<file path="config.mk">
export PLATFORM = sky130hd
export DESIGN_NAME = modular_exponentiation
export DESIGN_NICKNAME = d
export VERILOG_FILES = /design/src/rtl/mexp_pkg.sv /design/src/rtl/modular_exponentiation.sv
export VERILOG_INCLUDE_DIRS = /design/src /design/src/rtl
export SDC_FILE = /design/constraint.sdc
export NUM_CORES = 2
export LEC_CHECK = 0
export BUFFER_PORTS_ARGS = -buffer_cell sky130_fd_sc_hd__buf_2
export CAP_MARGIN = 15
export CORE_MARGIN = 2
export CORE_UTILIZATION = 30
export CTS_CLUSTER_DIAMETER = 120
export DETAILED_ROUTE_END_ITERATION = 7
export GPL_TIMING_DRIVEN = 0
export PLACE_DENSITY = 0.52
export SLEW_MARGIN = 20
export SYNTH_ARGS = -nofsm -noshare
export SYNTH_HDL_FRONTEND = slang
export SYNTH_SLANG_ARGS = --single-unit
</file>
<file path="constraint.sdc">
create_clock -name i_clk -period 21.5 [get_ports i_clk]
set_input_delay 4.3 -clock i_clk [delete_from_list [all_inputs] [get_ports i_clk]]
set_output_delay 4.3 -clock i_clk [all_outputs]
set_load 0.005 [all_outputs]
</file>
<file path="src/rtl/modular_exponentiation_defines.svh">
// Assertion macros shared by the modular exponentiation RTL.
`ifndef MODULAR_EXPONENTIATION_DEFINES_SVH
`define MODULAR_EXPONENTIATION_DEFINES_SVH

// Property checked on every clock edge outside reset.
`define MEXP_ASSERT(label, prop, msg) \
    label: assert property (@(posedge i_clk) disable iff (!i_rst_n) (prop)) else $error(msg);

// Implication checked on every clock edge outside reset.
`define MEXP_ASSERT_IMP(label, pre, post, msg) \
    label: assert property (@(posedge i_clk) disable iff (!i_rst_n) (pre) |-> (post)) \
        else $error(msg);

`endif

</file>
<file path="src/rtl/mexp_pkg.sv">
// Types and constants for the modular exponentiation block.
`timescale 1ns / 1ps
package mexp_pkg;

    localparam int DATA_W    = 32;
    localparam int CFG_IDX_W = 2;
    localparam int STEP_W    = $clog2(DATA_W);

    typedef logic [DATA_W-1:0]    t_word;
    typedef logic [CFG_IDX_W-1:0] t_cfg_idx;
    typedef logic [STEP_W-1:0]    t_step;

    localparam t_cfg_idx CFG_EXPONENT = t_cfg_idx'(0);
    localparam t_cfg_idx CFG_MODULUS  = t_cfg_idx'(1);

    localparam t_step STEP_LAST = t_step'(DATA_W - 1);

endpackage

</file>
<file path="src/rtl/modular_exponentiation.sv">
// Modular exponentiation top level: base^exponent mod modulus, square and multiply.
`timescale 1ns / 1ps
`include "modular_exponentiation_defines.svh"
// Usage:
//   Configuration: i_cfg_we writes i_cfg_data into register i_cfg_index
//   (0 = exponent, 1 = modulus). A zero modulus write is dropped. Write only
//   while the block is idle.
//   Input stream: one 32-bit base word per transfer on the s_axis side.
//   Output stream: one 32-bit result word per input on the m_axis side.
//   Exponent bits are scanned from bit WIDTH-1 down to 0. Each modular product
//   uses one 32x32 multiply and a bit-serial restoring reduction on the
//   single shared reduction unit. The base is first reduced the same way.
//   A zero exponent yields 1 without any multiply or reduction. One word is
//   processed at a time; o_s_axis_tready is high only while the sequencer
//   is idle.
//   The result sits in an output register; the next base may be accepted
//   while it waits. If the receiver stalls, a finished result waits in the
//   sequencer until the output register frees up.
//   Reset (synchronous, active low) sets exponent 0, modulus 1, and empties
//   the pipeline.
module modular_exponentiation #(
    parameter int WIDTH = 32
) (
    input  logic               i_clk,
    input  logic               i_rst_n,
    input  logic               i_cfg_we,
    input  mexp_pkg::t_cfg_idx i_cfg_index,
    input  mexp_pkg::t_word    i_cfg_data,
    input  logic               i_s_axis_tvalid,
    output logic               o_s_axis_tready,
    input  mexp_pkg::t_word    i_s_axis_tdata,   // [31:0] base_value
    output logic               o_m_axis_tvalid,
    input  logic               i_m_axis_tready,
    output mexp_pkg::t_word    o_m_axis_tdata    // [31:0] power_result
);
    import mexp_pkg::*;

    localparam int BIT_W = $clog2(WIDTH);

    typedef enum logic [1:0] {S_IDLE, S_MUL, S_RED, S_DONE} t_state;
    typedef enum logic [1:0] {PH_BASE, PH_SQ, PH_MUL} t_phase;

    t_state             r_state;
    t_phase             r_phase;
    t_word              r_exponent;
    t_word              r_modulus;
    t_word              r_acc;
    t_word              r_base;
    t_word              r_rem;
    t_word              r_low;
    t_word              r_result;
    t_step              r_cnt;
    logic [BIT_W-1:0]   r_bit;
    logic               r_out_valid;

    logic [DATA_W:0]    w_trial;
    logic               w_ge;
    t_word              w_red;
    t_word              w_mul_b;
    logic [2*DATA_W-1:0] w_prod;
    logic               w_exp_zero;
    logic               w_in_acc;

    assign w_trial    = {r_rem, r_low[DATA_W-1]};
    assign w_ge       = w_trial >= {1'b0, r_modulus};
    assign w_red      = w_ge ? DATA_W'(w_trial - {1'b0, r_modulus}) : DATA_W'(w_trial);
    assign w_mul_b    = (r_phase == PH_MUL) ? r_base : r_acc;
    assign w_prod     = (2*DATA_W)'(r_acc) * (2*DATA_W)'(w_mul_b);
    assign w_exp_zero = (r_exponent[WIDTH-1:0] == '0);
    assign w_in_acc   = i_s_axis_tvalid && o_s_axis_tready;

    assign o_s_axis_tready = (r_state == S_IDLE);
    assign o_m_axis_tvalid = r_out_valid;
    assign o_m_axis_tdata  = r_result;

    always_ff @(posedge i_clk) begin
        if (!i_rst_n) begin
            r_state     <= S_IDLE;
            r_phase     <= PH_BASE;
            r_exponent  <= '0;
            r_modulus   <= t_word'(1);
            r_out_valid <= 1'b0;
            r_cnt       <= '0;
            r_bit       <= '0;
        end else begin
            if (i_cfg_we) begin
                case (i_cfg_index)
                    CFG_EXPONENT: r_exponent <= i_cfg_data;
                    CFG_MODULUS: begin
                        if (i_cfg_data != '0) r_modulus <= i_cfg_data;
                    end
                    default: ;
                endcase
            end
            if (r_out_valid && i_m_axis_tready && r_state != S_DONE) r_out_valid <= 1'b0;

            case (r_state)
                S_IDLE: begin
                    if (w_in_acc) begin
                        if (w_exp_zero) begin
                            r_acc   <= t_word'(1);
                            r_state <= S_DONE;
                        end else begin
                            r_low   <= i_s_axis_tdata;
                            r_rem   <= '0;
                            r_cnt   <= '0;
                            r_phase <= PH_BASE;
                            r_state <= S_RED;
                        end
                    end
                end
                S_MUL: begin
                    r_rem   <= w_prod[2*DATA_W-1:DATA_W];
                    r_low   <= w_prod[DATA_W-1:0];
                    r_cnt   <= '0;
                    r_state <= S_RED;
                end
                S_RED: begin
                    r_rem <= w_red;
                    r_low <= {r_low[DATA_W-2:0], 1'b0};
                    r_cnt <= r_cnt + t_step'(1);
                    if (r_cnt == STEP_LAST) begin
                        case (r_phase)
                            PH_BASE: begin
                                r_base  <= w_red;
                                r_acc   <= t_word'(1);
                                r_bit   <= BIT_W'(WIDTH - 1);
                                r_phase <= PH_SQ;
                                r_state <= S_MUL;
                            end
                            default: begin
                                r_acc <= w_red;
                                if (r_phase == PH_SQ && r_exponent[r_bit]) begin
                                    r_phase <= PH_MUL;
                                    r_state <= S_MUL;
                                end else if (r_bit == '0) begin
                                    r_state <= S_DONE;
                                end else begin
                                    r_bit   <= r_bit - BIT_W'(1);
                                    r_phase <= PH_SQ;
                                    r_state <= S_MUL;
                                end
                            end
                        endcase
                    end
                end
                S_DONE: begin
                    if (!r_out_valid || i_m_axis_tready) begin
                        r_result    <= r_acc;
                        r_out_valid <= 1'b1;
                        r_state     <= S_IDLE;
                    end
                end
                default: r_state <= S_IDLE;
            endcase
        end
    end

    `MEXP_ASSERT(a_mod_nonzero, r_modulus != '0, "modulus register became zero")
    `MEXP_ASSERT_IMP(a_rem_below_mod, r_state == S_RED, r_rem < r_modulus,
        "partial remainder not below modulus")
    `MEXP_ASSERT_IMP(a_acc_reduced, r_state == S_MUL,
        (r_acc < r_modulus) || (r_acc == t_word'(1)), "accumulator not reduced")
    `MEXP_ASSERT_IMP(a_busy_after_accept, w_in_acc, ##1 !o_s_axis_tready,
        "ready high right after an accepted word")

endmodule
</file>
Yosys cells after proc, flatten, opt, wreduce, memory -nomap -nowiden
Index checks and enable logic that the tools add are counted. W data, S select, Z words.

Register bits after elaboration: 239. Bits of input ports: 71. Output and inout bits: 34. Logic and storage cells: 97.

Add/sub/neg operators: 3. Multiply operators: 1. Order comparisons: 2. Equality and inequality tests: 16. Mux-type cells: 39. Reduce and logical (&&, ||, !) cells: 24.

Operator list (number): $mux W32 (10); $pmux W32 S3 (2); $mul A32 B32 Y64 (1); $pmux W32 S2 (1); $ge A33 B32 Y1 (1); $logic_not A32 Y1 (1); $reduce_bool A32 Y1 (1); $sub A32 B32 Y32 (1); $mux W5 (5); $mux W2 (12); $pmux W5 S3 (1); $reduce_and A3 Y1 (4); $reduce_and A4 Y1 (3); $reduce_and A5 Y1 (2); $ne A2 B1 Y1 const B (4); $ne A2 B2 Y1 const B (4); $pmux W2 S4 (1); $eq A2 B1 Y1 const B (3); $eq A2 B2 Y1 const B (3); $logic_not A2 Y1 (3); $lt A5 B6 Y1 const B (1); $add A5 B1 Y5 const B (1); $bmux W1 S5 (1); $eq A5 B5 Y1 const B (1); other kinds (11) (18).

Depth between registers and ports, before layout
Depth in word-level cells: 7. Mapped depth: 33. Gate-level depth less buffers: 29.

Worst setup path after synthesis
OpenSTA, ideal clock, no wires.

Kind: reg-to-reg. Start point: reg r_phase[1]. End point: reg r_rem[26], data pin. Setup time: 0.274 ns. Data arrival time: 7.865 ns. Required time: 21.226 ns. Slack: 13.361 ns. Stages on the path, launching flop included: 31. Buffers on the path: 4. Clock period less this slack: 8.139 ns. Cells stage by stage: dfxtp_1 > nor2b_1 > clkbuf_1 > buf_1 > mux2i_1 > clkbuf_1 > nor2b_1 > fa_1 > fa_1 > inv_1 > fa_1 > fa_1 > inv_1 > fa_1 > fa_1 > fa_1 > inv_1 > fa_1 > inv_1 > ha_1 > clkbuf_1 > a21oi_1 > o221ai_1 > a21oi_1 > o211ai_1 > a31oi_1 > a21oi_1 > or2_2 > a21oi_1 > mux2i_1 > o221ai_1.

Word-level cells in the longest chain between the ends: 4.

RTL lines: start: declaration (RTL line modular_exponentiation.sv:44) `t_phase r_phase;`; start signal: assignment (RTL line modular_exponentiation.sv:79) `r_phase <= PH_BASE;`; start signal: assignment (RTL line modular_exponentiation.sv:107) `r_phase <= PH_BASE;`; start signal: assignment (RTL line modular_exponentiation.sv:128) `r_phase <= PH_SQ;`; $eq A2 B2 Y1 (RTL line modular_exponentiation.sv:67) `assign w_mul_b = (r_phase == PH_MUL) ? r_base : r_acc;`; $mux W32 (RTL line modular_exponentiation.sv:67); $mul A32 B32 Y64 (RTL line modular_exponentiation.sv:68) `assign w_prod = (2*DATA_W)'(r_acc) * (2*DATA_W)'(w_mul_b);`; $pmux W32 S3 (RTL line modular_exponentiation.sv:97) `case (r_state)`; end signal: assignment (RTL line modular_exponentiation.sv:113) `r_rem <= w_prod[2*DATA_W-1:DATA_W];`; end signal: assignment (RTL line modular_exponentiation.sv:119) `r_rem <= w_red;`; end: declaration (RTL line modular_exponentiation.sv:49) `t_word r_rem;`.

Every way passes these cells. A chain may end at the register's enable or synchronous reset.

Worst setup path in the final report
Start point: reg r_phase[1]. End point: reg r_rem[22], data pin.

Same word-level chain as after synthesis.

==> metrics.cfg <==
[cts]
hold_buffers = 0
cts_max_level = 1
cts_tree = yes
cts_setup_buffers = 0
clk-insertion-delay-late_ns = 0.57
clock_sinks = 239
clockRootBuffer = clkbuf_16
cts_resized = 0
clk_pin_slew_worst_paths_ns = 0.06
cts_buffers = 27
clockBufferDepth = 3

[synth]
synth_edf_count = 160
syn_inst = 4865
mappedNetlistNets = 6135
synth.largest_area_cell = fa_1
ys_ff_latch = 239
synth_top_area_share_pct = 39.6
synth.cell_area_um2 = 45300
ys_warn_count = 0
synth-main-ff-cell = edfxtp_1
ys_async_sr_fraction_pct = 0
syn_avg_cell_area_um2 = 9.32
ys_top_cells_by_area = fa_1 (40%), edfxtp_1 (11%), ha_1 (8.3%)
synthDistinctLibCells = 73
synth.yosys.seq_area_share_pct = 14.1

[job]
drv_cap = 0

[critical_path]
crit_fanout = 10
cp_slowest_cell = clkbuf_1
worstSetupPathType = flop to flop
rr_startpoint = r_phase[1]
crit_start = r_phase[1]
required_ns = 21.75
critPathCaptureType = flop
crit_top_cell = fa_1
cp_data_arrival_time_ns = 11.46
cp-start-kind = flop
critPathMaxStageDelay_ns = 0.90

[layout]
drive_above_1_share_pct = 3.86
fill_cells = 15908
nets = 6272
area_delta_synth_final_pct = 8.84

[global_route]
grt_pass1_wl_um = 255000
antenna_found_initial = 16
grt_max_degree = 38
grt_use_total_pct = 22.7
grt_pass1_vias = 36950
grt-ovfl-total = 0

[timing]
slew_headroom_pct = 14.6
min_period_ns = 11.20
fmax_mhz = 89.3
worst_slew_pin_slew_ns = 1.28
hold_violations = 0
finalSetupViolCount = 0
post-route-period-util_pct = 52.1
fin_setup_tns_ns = 0
fin_skew_ns = 0.0238
rsz0062_at_grt = false
maxSlewViolCount = 0

[detailed_routing]
finalWirelength_um = 173000
first_pass_iters = 6
drc_errors = 0
drt.antenna.violating_nets = 0
viasPerCell = 5.00
drtIter0Drc = 3198
wl_per_cell_um = 24.6
route.vias.total = 35244

[floorplanning]
dieWidth_um = 393
io_pins = 105
dieHeight_um = 393
coreArea_um2 = 150000
initial_core_util_pct = 30.2
rows = 142
die_area_um2 = 154000

[place]
gp_congestion = 1.01
hpwl_um = 146000
port_buffers = 103

[hold_path]
min-delay-start = r_exponent[2]
hold_class = flop to flop

[run_status]
status = completed

## cells in the mapped netlist, types with 54 or more instances
cell type / n
nor2_1: 110
a21oi_1: 132
and2_1: 498
o21ai_0: 89
nand2_1: 639
mux2i_1: 62
inv_1: 933
dfxtp_1: 79
nor2b_1: 143
edfxtp_1: 160
fa_1: 897
ha_1: 302
xnor2_1: 54
clkbuf_1: 280
## state kept, by name, indices dropped and copies added, names as in the netlist
name             flops
o_m_axis_tdata      32
r_acc               32
r_base              32
r_exponent          32
r_low               32
r_modulus           32
r_rem               32
r_bit                5
r_cnt                5
r_phase              2
r_state              2
o_m_axis_tvalid      1
## layout make-up
cell class | instances | area [um2] | area share, %
Timing Repair Buffer | 108 | 607 | 1.23
Antenna cell | 12 | 30.0 | 0.0609
Buffer | 294 | 1130 | 2.29
Inverter | 933 | 3500 | 7.10
Clock inverter | 16 | 129 | 0.261
Multi-Input combinational cell | 3399 | 34300 | 69.6
Tap cell | 2016 | 2520 | 5.11
Clock buffer | 32 | 694 | 1.41
Sequential cell | 239 | 6390 | 12.9
## through the flow
stage | area, um2 | instances | hold WS (ns) | util, % | worst slack (ns)
finish | 49300 | 7049 | 0.476 | 32.9 | 10.30
global route | 49300 | 7039 | 0.508 | 32.9 | 9.98
CTS | 49300 | 7037 | 0.480 | 32.9 | 10.30
detailed placement | 48500 | 6989 | 0.472 | 32.3 | 10.40
global placement | 48400 | 6984 | 0.468 | 32.3 | 10.22
floorplan | 45300 | 4865 | 0.448 | - | 13.36
## final timing paths
check	to	slack, ns	cells after the start
worst max-delay path	r_rem[22]	10.30	28
worst min register to register	r_exponent[2]	0.48	2
worst max register to register	r_rem[22]	10.30	28
worst min-delay path	r_exponent[2]	0.48	2
## layout by cell type, fill, tap and decap left out, types with 31 or more instances in the layout
cell type / count
xnor2_1: 54
ha_1: 302
nand4_1: 33
nand2_1: 639
o21a_1: 34
buf_2: 106
fa_1: 897
clkbuf_1: 281
inv_1: 933
o21ai_0: 89
dfxtp_1: 79
nor2_1: 108
a21o_1: 51
mux2i_1: 62
xor2_1: 33
a21oi_1: 132
and2_1: 497
a21boi_0: 38
nor2b_1: 143
edfxtp_1: 160
nand3_1: 31
## critical path, delay by kind of cell (launching register included)
| kind | cells | cell delay (ns) |
|---|---|---|
| AO/OA/AOI/OAI | 5 | 1.77 |
| XOR/XNOR | 1 | 0.25 |
| adder cells (fa/ha/maj) | 9 | 4.22 |
| buffers and inverters | 6 | 2.45 |
| flip-flops | 1 | 0.41 |
| AND/OR/NAND/NOR | 7 | 1.74 |
## per-layer routing
metal | wire, um | track usage (%) | vias to the layer above
met5 | 44 | 0 | -
met2 | 77500 | 35.8 | 1549
li1 | - | - | 15173
met3 | 16100 | 5.05 | 325
met1 | 72700 | 30.8 | 18191
met4 | 7030 | 7.52 | 6
## cell families after synthesis
family | synth area share [%]
and+or+nand+nor | 17.2
buffers and inverters | 10.2
adders and majority gates | 47.9
AOI/OAI and AO/OA | 6.95
DFF | 14.1
xor gates and xnor gates | 1.68
muxes | 1.92
Power is left out: the tool's default activity adds up to more than one toggle a clock period on the data nets, which glitch-free logic cannot reach.
